**src/hw/rtl/mcpi_pkg.sv**
```systemverilog
// ----------------------------------------------------------------------------
// mcpi_pkg
// Shared types, constants and helpers for the maglev cascaded PI controller.
// ----------------------------------------------------------------------------
`timescale 1ns / 1ps
`default_nettype none

package mcpi_pkg;

  localparam int FRAME_LENGTH = 6;
  localparam int SAMPLE_MAX   = 1023;
  localparam int SAMPLE_W     = 16;
  localparam int SIG_W        = 32;
  localparam int GAIN_W       = 24;
  localparam int MUL_SIG_W    = 34;
  localparam int MUL_PROD_W   = GAIN_W + MUL_SIG_W;
  localparam int MUL_RES_W    = MUL_PROD_W - 12;
  localparam int DIV_NUM_W    = 40;
  localparam int DIV_DEN_W    = 24;
  localparam int WIDE_W       = 48;
  localparam int ADDR_W       = 5;
  localparam int DATA_W       = 32;

  localparam logic [7:0] HEADER_BYTE = 8'hAA;
  localparam logic [7:0] PWM_FULL    = 8'd254;

  // position error scale: 16384 / 5115, current scale: 1638400 / 11253
  localparam logic [DIV_DEN_W-1:0] POS_DEN = DIV_DEN_W'(2 * 5115);
  localparam logic [DIV_DEN_W-1:0] CUR_DEN = DIV_DEN_W'(2 * 11253);
  localparam logic [DIV_DEN_W-1:0] BACK_DEN = DIV_DEN_W'(20);

  localparam logic [9:0]        RST_SETPOINT = 10'd102;
  localparam logic [GAIN_W-1:0] RST_OKP  = 24'd409600;
  localparam logic [GAIN_W-1:0] RST_OKI  = 24'd2048;
  localparam logic [GAIN_W-1:0] RST_OKD  = 24'd614400;
  localparam logic [GAIN_W-1:0] RST_IKP  = 24'd49152;
  localparam logic [GAIN_W-1:0] RST_IKI  = 24'd122880;
  localparam logic [GAIN_W-1:0] RST_ILIM = 24'd54198;
  localparam logic [GAIN_W-1:0] RST_VLIM = 24'd646185;

  typedef enum logic [2:0] {
    REG_SETPOINT = 3'd0,
    REG_OKP      = 3'd1,
    REG_OKI      = 3'd2,
    REG_OKD      = 3'd3,
    REG_IKP      = 3'd4,
    REG_IKI      = 3'd5,
    REG_ILIM     = 3'd6,
    REG_VLIM     = 3'd7
  } reg_idx_t;

  typedef struct packed {
    logic                done;
    logic                in_range;
    logic [SAMPLE_W-1:0] pos;
    logic [SAMPLE_W-1:0] cur;
  } frame_t;

  function automatic logic signed [SIG_W-1:0] sat32(input logic signed [WIDE_W-1:0] v);
    logic signed [WIDE_W-1:0] hi;
    logic signed [WIDE_W-1:0] lo;
    hi = WIDE_W'(signed'(33'sh0_7FFF_FFFF));
    lo = -hi - WIDE_W'(signed'(2'sd1));
    if (v > hi) return hi[SIG_W-1:0];
    else if (v < lo) return lo[SIG_W-1:0];
    else return v[SIG_W-1:0];
  endfunction

endpackage

`default_nettype wire

```
**src/hw/rtl/maglev_cascaded_pi_controller.sv**
```systemverilog
// Per frame: position and current divides, outer P and D multiplies, outer
//   integrator, inner P, inner integrator (a back-off divide replaces the multiply
//   of an out-of-range integrator), PWM scale divide if the voltage limit is nonzero.
// Throughput: one word per cycle while hunting or filling a frame; input stalls while
//   a frame is computed, and the last word of a frame waits for the pending PWM word.
// Reset (synchronous, active low): registers to defaults, integrators, frame cleared.
// ----------------------------------------------------------------------------
// maglev_cascaded_pi_controller
// Serial frame decoder with cascaded position PID / current PI and PWM scaling.
// ----------------------------------------------------------------------------
`timescale 1ns / 1ps
`default_nettype none

module maglev_cascaded_pi_controller (
  input  wire logic                          clk,
  input  wire logic                          rst_n,
  // byte stream in
  input  wire logic                          in_valid,
  output logic                               in_stall,
  input  wire logic [7:0]                    in_rx_byte,
  // PWM word out
  output logic                               out_valid,
  input  wire logic                          out_stall,
  output logic [7:0]                         out_pwm_byte,
  // register port
  input  wire logic                          psel,
  input  wire logic                          penable,
  input  wire logic                          pwrite,
  input  wire logic [mcpi_pkg::ADDR_W-1:0]   paddr,
  input  wire logic [mcpi_pkg::DATA_W-1:0]   pwdata,
  output logic [mcpi_pkg::DATA_W-1:0]        prdata,
  output logic                               pready
);
  import mcpi_pkg::*;

  // one-hot sequencer: each wait state waits on the shared multiplier or divider
  typedef enum logic [10:0] {
    S_IDLE = 11'b000_0000_0001,
    S_DE   = 11'b000_0000_0010,  // position error divide
    S_DC   = 11'b000_0000_0100,  // current scale divide
    S_MP   = 11'b000_0000_1000,  // outer P
    S_MD   = 11'b000_0001_0000,  // outer D
    S_OI   = 11'b000_0010_0000,  // outer integrator (mul or back-off divide)
    S_DEM  = 11'b000_0100_0000,  // demand clamp, inner error
    S_MPI  = 11'b000_1000_0000,  // inner P
    S_II   = 11'b001_0000_0000,  // inner integrator
    S_V    = 11'b010_0000_0000,  // voltage clamp
    S_DV   = 11'b100_0000_0000   // PWM scale divide
  } state_t;

  state_t state_r, state_nxt;

  // ---------------- configuration registers ----------------
  logic [9:0]        setpoint_r;
  logic [GAIN_W-1:0] okp_r, oki_r, okd_r, ikp_r, iki_r, ilim_r, vlim_r;
  logic              cfg_wr;
  reg_idx_t          widx;

  assign pready = 1'b1;
  assign cfg_wr = psel & penable & pwrite;
  assign widx   = reg_idx_t'(paddr[ADDR_W-1:2]);

  always_ff @(posedge clk) begin
    if (!rst_n) begin
      setpoint_r <= RST_SETPOINT;
      okp_r      <= RST_OKP;
      oki_r      <= RST_OKI;
      okd_r      <= RST_OKD;
      ikp_r      <= RST_IKP;
      iki_r      <= RST_IKI;
      ilim_r     <= RST_ILIM;
      vlim_r     <= RST_VLIM;
    end else if (cfg_wr) begin
      case (widx)
        REG_SETPOINT: setpoint_r <= pwdata[9:0];
        REG_OKP:      okp_r      <= pwdata[GAIN_W-1:0];
        REG_OKI:      oki_r      <= pwdata[GAIN_W-1:0];
        REG_OKD:      okd_r      <= pwdata[GAIN_W-1:0];
        REG_IKP:      ikp_r      <= pwdata[GAIN_W-1:0];
        REG_IKI:      iki_r      <= pwdata[GAIN_W-1:0];
        REG_ILIM:     ilim_r     <= pwdata[GAIN_W-1:0];
        REG_VLIM:     vlim_r     <= pwdata[GAIN_W-1:0];
        default: ;
      endcase
    end
  end

  always_comb begin
    case (widx)
      REG_SETPOINT: prdata = DATA_W'(setpoint_r);
      REG_OKP:      prdata = DATA_W'(okp_r);
      REG_OKI:      prdata = DATA_W'(oki_r);
      REG_OKD:      prdata = DATA_W'(okd_r);
      REG_IKP:      prdata = DATA_W'(ikp_r);
      REG_IKI:      prdata = DATA_W'(iki_r);
      REG_ILIM:     prdata = DATA_W'(ilim_r);
      REG_VLIM:     prdata = DATA_W'(vlim_r);
      default:      prdata = '0;
    endcase
  end

  // ---------------- frame assembly ----------------
  frame_t frm;
  logic   last_slot;
  logic   in_take;
  logic   out_valid_r;
  logic [7:0] out_pwm_r;

  // the last word of a frame waits while a PWM word is still pending
  assign in_stall = (state_r != S_IDLE) | frm.done | (out_valid_r & last_slot);
  assign in_take  = in_valid & ~in_stall;

  mcpi_frame u_frame (
    .clk       (clk),
    .rst_n     (rst_n),
    .byte_take (in_take),
    .byte_in   (in_rx_byte),
    .last_slot (last_slot),
    .frm       (frm)
  );

  // ---------------- shared serial units ----------------
  logic                        mul_go, mul_done;
  logic [GAIN_W-1:0]           mul_gain;
  logic signed [MUL_SIG_W-1:0] mul_sig;
  logic signed [MUL_RES_W-1:0] mul_res;
  logic                        div_go, div_done;
  logic [DIV_NUM_W-1:0]        div_num, div_quo;
  logic [DIV_DEN_W-1:0]        div_den;

  mcpi_mul u_mul (
    .clk(clk), .rst_n(rst_n), .go(mul_go), .gain(mul_gain), .sig(mul_sig),
    .done(mul_done), .res(mul_res)
  );

  mcpi_div u_div (
    .clk(clk), .rst_n(rst_n), .go(div_go), .num(div_num), .den(div_den),
    .done(div_done), .quo(div_quo)
  );

  // ---------------- controller state and datapath ----------------
  logic signed [SIG_W-1:0] ef_r, ie_r, prop_r, deriv_r, prev_r, oi_r, ii_r;
  logic signed [SIG_W-1:0] ei_r, propi_r;
  logic                    ef_neg_r, oob_r, oob_hi_r;

  logic signed [DIV_NUM_W-1:0] diff, ef_n, ef_num;
  logic signed [DIV_NUM_W-1:0] ilim_s, vlim_s, oi_s, ii_s;
  logic [DIV_NUM_W-1:0]        ie_num, ob_num, ib_num;
  logic signed [DIV_NUM_W-1:0] dem, dem_c1, dem_c, v, v1, v2;
  logic signed [WIDE_W-1:0]    ei_full;
  logic signed [SIG_W-1:0]     ei_c;
  logic signed [DIV_NUM_W-1:0] q_s;
  logic                        oi_ok, ii_ok;

  assign ilim_s = DIV_NUM_W'(ilim_r);
  assign vlim_s = DIV_NUM_W'(vlim_r);
  assign oi_s   = DIV_NUM_W'(oi_r);
  assign ii_s   = DIV_NUM_W'(ii_r);
  assign q_s    = signed'(div_quo);

  // error = floor((diff*32768 + 5115) / 10230); negative side via ceil trick
  assign diff   = DIV_NUM_W'(setpoint_r) - DIV_NUM_W'(frm.pos);
  assign ef_n   = (diff <<< 15) + DIV_NUM_W'(5115);
  assign ef_num = (ef_n < 0) ? (-ef_n + DIV_NUM_W'(POS_DEN) - DIV_NUM_W'(1)) : ef_n;
  assign ie_num = DIV_NUM_W'(frm.cur) * DIV_NUM_W'(3276800) + DIV_NUM_W'(11253);

  // back-off level 0.95 * limit
  assign ob_num = DIV_NUM_W'(ilim_r) * DIV_NUM_W'(19) + DIV_NUM_W'(10);
  assign ib_num = DIV_NUM_W'(vlim_r) * DIV_NUM_W'(19) + DIV_NUM_W'(10);

  assign oi_ok = (oi_s > -ilim_s) && (oi_s < ilim_s);
  assign ii_ok = (ii_s > -vlim_s) && (ii_s < vlim_s);

  // demand clamp to [-ilim, 0] and inner error
  assign dem     = DIV_NUM_W'(prop_r) + oi_s + DIV_NUM_W'(deriv_r);
  assign dem_c1  = (dem > 0) ? '0 : dem;
  assign dem_c   = (dem_c1 <= -ilim_s) ? -ilim_s : dem_c1;
  assign ei_full = WIDE_W'(-dem_c) - WIDE_W'(ie_r);
  assign ei_c    = sat32(ei_full);

  // voltage clamp to [0, vlim]
  assign v  = DIV_NUM_W'(propi_r) + ii_s;
  assign v1 = (v >= vlim_s) ? vlim_s : v;
  assign v2 = (v1 <= 0) ? '0 : v1;

  always_comb begin
    state_nxt = state_r;
    mul_go    = 1'b0;
    mul_gain  = okp_r;
    mul_sig   = MUL_SIG_W'(ef_r);
    div_go    = 1'b0;
    div_num   = ef_num;
    div_den   = POS_DEN;
    case (state_r)
      S_IDLE: if (frm.done && frm.in_range) begin
        div_go    = 1'b1;
        state_nxt = S_DE;
      end
      S_DE: if (div_done) begin
        div_go    = 1'b1;
        div_num   = ie_num;
        div_den   = CUR_DEN;
        state_nxt = S_DC;
      end
      S_DC: if (div_done) begin
        mul_go    = 1'b1;
        state_nxt = S_MP;
      end
      S_MP: if (mul_done) begin
        mul_go    = 1'b1;
        mul_gain  = okd_r;
        mul_sig   = MUL_SIG_W'(ef_r) - MUL_SIG_W'(prev_r);
        state_nxt = S_MD;
      end
      S_MD: if (mul_done) begin
        if (oi_ok) begin
          mul_go   = 1'b1;
          mul_gain = oki_r;
        end else begin
          div_go  = 1'b1;
          div_num = ob_num;
          div_den = BACK_DEN;
        end
        state_nxt = S_OI;
      end
      S_OI: if (mul_done || div_done) state_nxt = S_DEM;
      S_DEM: begin
        mul_go    = 1'b1;
        mul_gain  = ikp_r;
        mul_sig   = MUL_SIG_W'(ei_c);
        state_nxt = S_MPI;
      end
      S_MPI: if (mul_done) begin
        if (ii_ok) begin
          mul_go   = 1'b1;
          mul_gain = iki_r;
          mul_sig  = MUL_SIG_W'(ei_r);
        end else begin
          div_go  = 1'b1;
          div_num = ib_num;
          div_den = BACK_DEN;
        end
        state_nxt = S_II;
      end
      S_II: if (mul_done || div_done) state_nxt = S_V;
      S_V: begin
        if (vlim_r != '0) begin
          div_go    = 1'b1;
          div_num   = DIV_NUM_W'(v2[GAIN_W-1:0]) * DIV_NUM_W'(PWM_FULL);
          div_den   = vlim_r;
          state_nxt = S_DV;
        end else begin
          state_nxt = S_IDLE;
        end
      end
      S_DV: if (div_done) state_nxt = S_IDLE;
      default: state_nxt = S_IDLE;
    endcase
  end

  always_ff @(posedge clk) begin
    if (!rst_n) state_r <= S_IDLE;
    else        state_r <= state_nxt;
  end

  // controller state (reset to zero)
  always_ff @(posedge clk) begin
    if (!rst_n) begin
      prev_r <= '0;
      oi_r   <= '0;
      ii_r   <= '0;
    end else begin
      if (state_r == S_MD && mul_done) prev_r <= ef_r;
      if (state_r == S_OI) begin
        if (div_done) oi_r <= oob_hi_r ? div_quo[SIG_W-1:0] : -div_quo[SIG_W-1:0];
        else if (mul_done) oi_r <= sat32(WIDE_W'(oi_r) + WIDE_W'(mul_res));
      end
      if (state_r == S_II) begin
        if (div_done) ii_r <= oob_hi_r ? div_quo[SIG_W-1:0] : -div_quo[SIG_W-1:0];
        else if (mul_done) ii_r <= sat32(WIDE_W'(ii_r) + WIDE_W'(mul_res));
      end
    end
  end

  // per-frame working values
  always_ff @(posedge clk) begin
    case (state_r)
      S_IDLE: ef_neg_r <= (ef_n < 0);
      S_DE:   if (div_done) ef_r <= ef_neg_r ? -q_s[SIG_W-1:0] : q_s[SIG_W-1:0];
      S_DC:   if (div_done) ie_r <= q_s[SIG_W-1:0];
      S_MP:   if (mul_done) prop_r <= sat32(WIDE_W'(mul_res));
      S_MD:   if (mul_done) begin
        deriv_r  <= sat32(WIDE_W'(mul_res));
        oob_r    <= ~oi_ok;
        oob_hi_r <= (oi_s >= ilim_s);
      end
      S_DEM:  ei_r <= ei_c;
      S_MPI:  if (mul_done) begin
        propi_r  <= sat32(WIDE_W'(mul_res));
        oob_r    <= ~ii_ok;
        oob_hi_r <= (ii_s >= vlim_s);
      end
      default: ;
    endcase
  end

  // output register
  always_ff @(posedge clk) begin
    if (!rst_n) begin
      out_valid_r <= 1'b0;
    end else begin
      if ((state_r == S_V && vlim_r == '0) || (state_r == S_DV && div_done))
        out_valid_r <= 1'b1;
      else if (out_valid_r && !out_stall)
        out_valid_r <= 1'b0;
    end
  end

  always_ff @(posedge clk) begin
    if (state_r == S_V && vlim_r == '0) out_pwm_r <= '0;
    else if (state_r == S_DV && div_done)
      out_pwm_r <= (div_quo > DIV_NUM_W'(PWM_FULL)) ? PWM_FULL : div_quo[7:0];
  end

  assign out_valid    = out_valid_r;
  assign out_pwm_byte = out_pwm_r;

  // ---------------- assertions ----------------
  a_out_from_seq: assert property (@(posedge clk) disable iff (!rst_n)
    $rose(out_valid_r) |-> ($past(state_r) == S_DV || $past(state_r) == S_V))
    else $error("PWM word raised outside the output step");

  a_no_take_busy: assert property (@(posedge clk) disable iff (!rst_n)
    in_take |-> (state_r == S_IDLE && !frm.done))
    else $error("word taken while the controller runs");

  a_no_overrun: assert property (@(posedge clk) disable iff (!rst_n)
    (frm.done && frm.in_range && state_r == S_IDLE) |-> !out_valid_r)
    else $error("frame completed with a PWM word still pending");

  a_oob_backoff: assert property (@(posedge clk) disable iff (!rst_n)
    (state_r == S_OI && oob_r) |-> !mul_done)
    else $error("multiplier finished during integrator back-off");

endmodule

`default_nettype wire

```
**src/hw/rtl/mcpi_frame.sv**
```systemverilog
// ----------------------------------------------------------------------------
// mcpi_frame
// Header hunt and 6-word frame assembly; flags samples out of range.
// ----------------------------------------------------------------------------
`timescale 1ns / 1ps
`default_nettype none

module mcpi_frame (
  input  wire logic          clk,
  input  wire logic          rst_n,
  input  wire logic          byte_take,
  input  wire logic [7:0]    byte_in,
  output logic               last_slot,
  output mcpi_pkg::frame_t   frm
);
  import mcpi_pkg::*;

  localparam int POS_W = $clog2(FRAME_LENGTH);

  logic [POS_W-1:0] fpos_r;
  logic [7:0]       fbyte_r [4];
  logic             done_r;

  assign last_slot = (fpos_r == POS_W'(FRAME_LENGTH - 1));

  always_ff @(posedge clk) begin
    if (!rst_n) begin
      fpos_r <= '0;
      done_r <= 1'b0;
    end else begin
      done_r <= byte_take & last_slot;
      if (byte_take) begin
        if (fpos_r == '0) begin
          if (byte_in == HEADER_BYTE) fpos_r <= POS_W'(1);
        end else if (last_slot) begin
          fpos_r <= '0;
        end else begin
          fpos_r <= fpos_r + POS_W'(1);
        end
      end
    end
  end

  always_ff @(posedge clk) begin
    if (byte_take && fpos_r != '0 && fpos_r <= POS_W'(4))
      fbyte_r[2'(fpos_r - POS_W'(1))] <= byte_in;
  end

  always_comb begin
    frm.done     = done_r;
    frm.pos      = {fbyte_r[0], fbyte_r[1]};
    frm.cur      = {fbyte_r[2], fbyte_r[3]};
    frm.in_range = (frm.pos <= SAMPLE_W'(SAMPLE_MAX)) && (frm.cur <= SAMPLE_W'(SAMPLE_MAX));
  end

endmodule

`default_nettype wire

```
**src/hw/rtl/mcpi_mul.sv**
```systemverilog
// ----------------------------------------------------------------------------
// mcpi_mul
// Bit-serial gain multiplier, one gain bit per cycle, Q12.12 rescale.
// ----------------------------------------------------------------------------
`timescale 1ns / 1ps
`default_nettype none

module mcpi_mul (
  input  wire logic                                 clk,
  input  wire logic                                 rst_n,
  input  wire logic                                 go,
  input  wire logic [mcpi_pkg::GAIN_W-1:0]          gain,
  input  wire logic signed [mcpi_pkg::MUL_SIG_W-1:0] sig,
  output logic                                      done,
  output logic signed [mcpi_pkg::MUL_RES_W-1:0]     res
);
  import mcpi_pkg::*;

  localparam int CNT_W = $clog2(GAIN_W + 1);

  logic [GAIN_W-1:0]            gain_sr_r;
  logic signed [MUL_PROD_W-1:0] mcand_r;
  logic signed [MUL_PROD_W-1:0] acc_r;
  logic signed [MUL_PROD_W-1:0] rnd;
  logic [CNT_W-1:0]             cnt_r;
  logic                         done_r;

  always_ff @(posedge clk) begin
    if (!rst_n) begin
      cnt_r  <= '0;
      done_r <= 1'b0;
    end else begin
      done_r <= !go && (cnt_r == CNT_W'(1));
      if (go) begin
        cnt_r <= CNT_W'(GAIN_W);
      end else if (cnt_r != '0) begin
        cnt_r <= cnt_r - CNT_W'(1);
      end
    end
  end

  always_ff @(posedge clk) begin
    if (go) begin
      gain_sr_r <= gain;
      mcand_r   <= MUL_PROD_W'(sig);
      acc_r     <= '0;
    end else if (cnt_r != '0) begin
      if (gain_sr_r[0]) acc_r <= acc_r + mcand_r;
      gain_sr_r <= gain_sr_r >> 1;
      mcand_r   <= mcand_r <<< 1;
    end
  end

  assign rnd  = acc_r + MUL_PROD_W'(2048);
  assign res  = rnd[MUL_PROD_W-1:12];
  assign done = done_r;

endmodule

`default_nettype wire

```
**src/hw/rtl/mcpi_div.sv**
```systemverilog
// ----------------------------------------------------------------------------
// mcpi_div
// Restoring divider, one quotient bit per cycle.
// ----------------------------------------------------------------------------
`timescale 1ns / 1ps
`default_nettype none

module mcpi_div (
  input  wire logic                             clk,
  input  wire logic                             rst_n,
  input  wire logic                             go,
  input  wire logic [mcpi_pkg::DIV_NUM_W-1:0]   num,
  input  wire logic [mcpi_pkg::DIV_DEN_W-1:0]   den,
  output logic                                  done,
  output logic [mcpi_pkg::DIV_NUM_W-1:0]        quo
);
  import mcpi_pkg::*;

  localparam int CNT_W = $clog2(DIV_NUM_W + 1);

  logic [DIV_NUM_W-1:0] sr_r;
  logic [DIV_DEN_W-1:0] den_r;
  logic [DIV_DEN_W-1:0] rem_r;
  logic [DIV_DEN_W:0]   trial;
  logic                 fits;
  logic [CNT_W-1:0]     cnt_r;
  logic                 done_r;

  assign trial = {rem_r, sr_r[DIV_NUM_W-1]};
  assign fits  = (trial >= {1'b0, den_r});

  always_ff @(posedge clk) begin
    if (!rst_n) begin
      cnt_r  <= '0;
      done_r <= 1'b0;
    end else begin
      done_r <= !go && (cnt_r == CNT_W'(1));
      if (go) begin
        cnt_r <= CNT_W'(DIV_NUM_W);
      end else if (cnt_r != '0) begin
        cnt_r <= cnt_r - CNT_W'(1);
      end
    end
  end

  always_ff @(posedge clk) begin
    if (go) begin
      sr_r  <= num;
      den_r <= den;
      rem_r <= '0;
    end else if (cnt_r != '0) begin
      rem_r <= fits ? DIV_DEN_W'(trial - {1'b0, den_r}) : trial[DIV_DEN_W-1:0];
      sr_r  <= {sr_r[DIV_NUM_W-2:0], fits};
    end
  end

  assign quo  = sr_r;
  assign done = done_r;

endmodule

`default_nettype wire
```
**config.mk**
```make
export PLATFORM = sky130hd
export DESIGN_NAME = maglev_cascaded_pi_controller
export DESIGN_NICKNAME = d
export VERILOG_FILES = /design/src/hw/rtl/mcpi_pkg.sv /design/src/hw/rtl/maglev_cascaded_pi_controller.sv /design/src/hw/rtl/mcpi_frame.sv /design/src/hw/rtl/mcpi_mul.sv /design/src/hw/rtl/mcpi_div.sv
export SDC_FILE = /design/constraint.sdc
export NUM_CORES = 2
export LEC_CHECK = 0
export BUFFER_PORTS_ARGS = -buffer_cell sky130_fd_sc_hd__buf_2
export CAP_MARGIN = 10
export CORE_MARGIN = 2
export CORE_UTILIZATION = 57
export DETAILED_ROUTE_END_ITERATION = 7
export GPL_TIMING_DRIVEN = 0
export PLACE_DENSITY = 0.83
export REMOVE_ABC_BUFFERS = 1
export SLEW_MARGIN = 20
export SYNTH_ARGS = -nofsm -noshare
export SYNTH_HDL_FRONTEND = slang
export SYNTH_SLANG_ARGS = --single-unit
```
**constraint.sdc**
```tcl
create_clock -name clk -period 11.02 [get_ports clk]
set_input_delay 1.102 -clock clk [delete_from_list [all_inputs] [get_ports clk]]
set_output_delay 1.102 -clock clk [all_outputs]
set_load 0.01 [all_outputs]
```
==> impl_results.md <==
- Core area: 0.124 sq mm
- Fraction of the cycle the final worst path needs: 103%
- Leading cell types in the layout, fill and taps excluded: sky130_fd_sc_hd__nand2_1, sky130_fd_sc_hd__ha_1, sky130_fd_sc_hd__inv_1
- Clock tree root buffer cell: sky130_fd_sc_hd__clkbuf_16
- Leakage power total: 34.3 nW
- Slew Limit Fails: 0
- Antenna violations before repair: 8
- Max-Slew Margin vs Limit: 13.1%
- Largest net degree at the start of global routing: 116
- Clock H-tree levels: 3
- Via-to-Cell Ratio: 6.73
- Design Area, Final: 0.0794 sq mm
- Clock Pin Slew Worst Setup and Hold Paths: 0.07 ns
- Vertical extent of the die: 358 microns
- Overall power after layout: 13.0 mW
- Minimum clock period after layout: 11.31 ns
- Total length of routed wires: 269000 microns
- Grt total ovfl: 0
- Combined area of the multi-input logic cells: 0.0500 sq mm
- Via count: 68300
- Floorplan die area: 0.128 sq mm
- Drt drc: 0
- Post-synthesis instance total: 8433
- Yosys warning total: 0
- Footprint of the flip-flops and latches: 0.0191 sq mm
- Worst clock skew: 0.0903 ns
- DRC violation total after the first TritonRoute iteration: 9227
- Commonest non-fill, non-tap cell in the layout: sky130_fd_sc_hd__nand2_1
- Clock tree buffer depth: 3
- Number of detailed-route iterations in the first pass: 8
- Worst-case hold slack: 0.462 ns
- Clock tree from TritonCTS: done
- GR met3 Demand/Resource: 9.24%
- Mean Syn Cell Area: 8.45 sq um
- Class of the tightest hold or removal check: reg2reg
- Share of layout cells above drive strength 1: 10.1%
- Unique cell type count in the Yosys netlist: 105
- Most Frequent Cell on Critical Path: sky130_fd_sc_hd__ha_1
- I/O pins: 95
- Proportion of synthesized chip area in sequential cells: 26.7%
- Number of clock sinks: 765
- Most Crowded Layer GR: met2
- Global Route met1 Usage: 50.7%
- Area added between synthesis and finish: 11.5%
- Filler Cells Inserted: 10000
- Status: complete, but fails checks
- Instance area after placement: 0.0736 sq mm
- Hold_buf cts: 0
- Finish-stage setup viols: 61
- Net total in the final layout: 9517
- Avg WL per Cell: 26.5 microns
- Fraction of met2 tracks used by global routing: 61.5%
- Die Wd: 358 microns
- Final hold violations: 0
- Remaining antenna violation count after routing: 0
- Type of element launching the critical path: flip-flop
- Area share of the largest cell type after synthesis: 15.7%
- GRT Total Usage: 40.5%
- Vias in the first global route: 64700
- Site Rows: 129
- Starting density of the core: 57.6%
- Maximum VDD drop: 0.000182 V
- Max-Cap Viols: 0
- Arrival @ worst endpoint: 11.95 ns
- Pin slew with the least headroom to its limit: 1.28 ns
- Clock insertion delay at the later pin of the skew report: 0.79 ns
- Crit Path Category: reg2reg
- Cell taking the most area after synthesis: sky130_fd_sc_hd__edfxtp_1
- Required arrival time at the worst endpoint: 11.67 ns
- Power per Cell Area: 164 mW/mm^2
- Peak per-stage delay on the critical path: 0.56 ns
- Number of buffers added on ports: 75
- TNS Setup: -9.97 ns
- Synth Flop Type: sky130_fd_sc_hd__dfxtp_1
- Number of buffers created by CTS: 89
- Largest fanout on the critical path: 8
- Synth async-reset ratio: 0%
- RSZ-0062 raised after global routing: yes
- Cell type of the slowest stage on the worst timing path: sky130_fd_sc_hd__fa_1
- Highest clock frequency the design can meet: 88.4 MHz
- Violations in the final reports: setup timing
- Number of synthesized flops with an enable pin: 372
- Global-route wire length before repair: 393000 microns
- Most area-consuming cells after synthesis: sky130_fd_sc_hd__edfxtp_1, sky130_fd_sc_hd__ha_1, sky130_fd_sc_hd__dfxtp_1
- Final HPWL from detailed placement: 201000 microns
- Number of synthesized register bits: 765
- Weighted congestion at the end of routability-driven global placement: 1.06
- Cell Area, Synth: 0.0713 sq mm
- Endpoint kind of the worst setup timing path: flip-flop
- Post-layout worst setup margin: -0.286 ns
-- stage by stage --
stage	instances	setup slack, ns	util, %
6_report	10100	-0.286	64.2
5_1_grt	10100	-0.352	64.1
4_1_cts	10100	-0.0701	63.1
3_5_place_dp	9841	-3.29	59.4
3_3_place_gp	9777	-9.31	58.3
2_1_floorplan	8065	-3.08	-
-- worst paths after layout --
check	startpoint	endpoint	slack, ns	depth (start not counted)
setup / recovery	prop_r[2]	u_mul.mcand_r[16]	-0.29	43
hold / removal	u_div.rem_r[23]	u_div.rem_r[23]	0.46	2
setup reg to reg	prop_r[2]	u_mul.mcand_r[16]	-0.29	43
hold reg to reg	u_div.rem_r[23]	u_div.rem_r[23]	0.46	2
-- cells by family (layout without fill, tap and decap cells) --
kind of cell / count (synthesis) / count (layout) / synth area share (%)
compound gates: 2455 / 2464 / 22.8
xor+xnor: 474 / 474 / 5.83
fa+ha+maj: 1033 / 1033 / 20.1
buf+inv: 1030 / 1087 / 5.54
flops: 765 / 765 / 26.7
mux: 153 / 153 / 2.47
other cells: 2 / 12 / 0.0105
simple gates: 2521 / 2523 / 16.5
-- metal layers --
layer	part of all wire (%)	vias up	routed length (microns)
met2	43	4091	115000
li1	-	30500	-
met3	11	1200	29700
met4	8.8	6	23700
met5	0.036	-	96
met1	37	32600	100000
-- area by class of cell --
cell class,count,area share [%]
diodes,3,0.00945
clock buffers,114,3.10
clock inverters,53,0.933
inverters,655,3.12
multi-input cells,6656,63.0
flip-flops and latches,765,24.0
well taps,1637,2.58
repair buffers,265,3.25
-- worst max-delay path, delay by kind of cell, from the launching register on --
family                   cells  cell delay (ns)
AND/OR/NAND/NOR              9             2.00
AO/OA/AOI/OAI               22             5.47
flip-flops                   1             0.40
adder cells (fa/ha/maj)      5             1.83
buffers and inverters        4             0.60
XOR/XNOR                     3             0.84
-- power by group --
| part | switching, mW | internal, mW | total, mW |
|---|---|---|---|
| clock | 1.42 | 1.85 | 3.28 |
| combinational | 3.38 | 1.99 | 5.37 |
| sequential | 0.668 | 3.70 | 4.37 |
| total | 5.48 | 7.54 | 13.0 |
-- Yosys cell counts, types with 40 or more instances --
library cell	instances
sky130_fd_sc_hd__a211oi_1	102
sky130_fd_sc_hd__a21boi_0	197
sky130_fd_sc_hd__a21o_1	256
sky130_fd_sc_hd__a21oi_1	604
sky130_fd_sc_hd__a221oi_1	45
sky130_fd_sc_hd__a222oi_1	44
sky130_fd_sc_hd__a31oi_1	66
sky130_fd_sc_hd__and2_1	55
sky130_fd_sc_hd__and3_1	86
sky130_fd_sc_hd__clkbuf_1	312
sky130_fd_sc_hd__dfxtp_1	393
sky130_fd_sc_hd__edfxtp_1	372
sky130_fd_sc_hd__fa_1	185
sky130_fd_sc_hd__ha_1	848
sky130_fd_sc_hd__inv_1	650
sky130_fd_sc_hd__mux2_2	72
sky130_fd_sc_hd__mux2i_1	70
sky130_fd_sc_hd__nand2_1	985
sky130_fd_sc_hd__nand2b_1	77
sky130_fd_sc_hd__nand3_1	156
sky130_fd_sc_hd__nand4_1	96
sky130_fd_sc_hd__nor2_1	572
sky130_fd_sc_hd__nor2b_1	84
sky130_fd_sc_hd__nor3_1	149
sky130_fd_sc_hd__o211ai_1	116
sky130_fd_sc_hd__o21a_1	85
sky130_fd_sc_hd__o21ai_0	491
sky130_fd_sc_hd__o21bai_1	55
sky130_fd_sc_hd__o22ai_1	40
sky130_fd_sc_hd__or2_2	47
sky130_fd_sc_hd__or3_1	46
sky130_fd_sc_hd__xnor2_1	319
sky130_fd_sc_hd__xor2_1	155
-- registers in the layout, summed over array words and instances, names as in the netlist, 32 cells and up --
register         count
oi_r                32
u_div.quo           40
ei_r                32
propi_r             32
prop_r              32
u_frame.fbyte_r     32
ii_r                32
ef_r                32
prev_r              32
u_mul.acc_r         58
deriv_r             32
u_mul.mcand_r       58
ie_r                32
-- what timing repair did --
item                                    4_1_cts  5_1_grt
endpoints found under the setup margin      112      100
gates cloned                                  7        7
pin swaps                                    63      106
gates resized for setup                     135      182
buffers inserted                             72       50
Power figures use the tool's default switching activity.
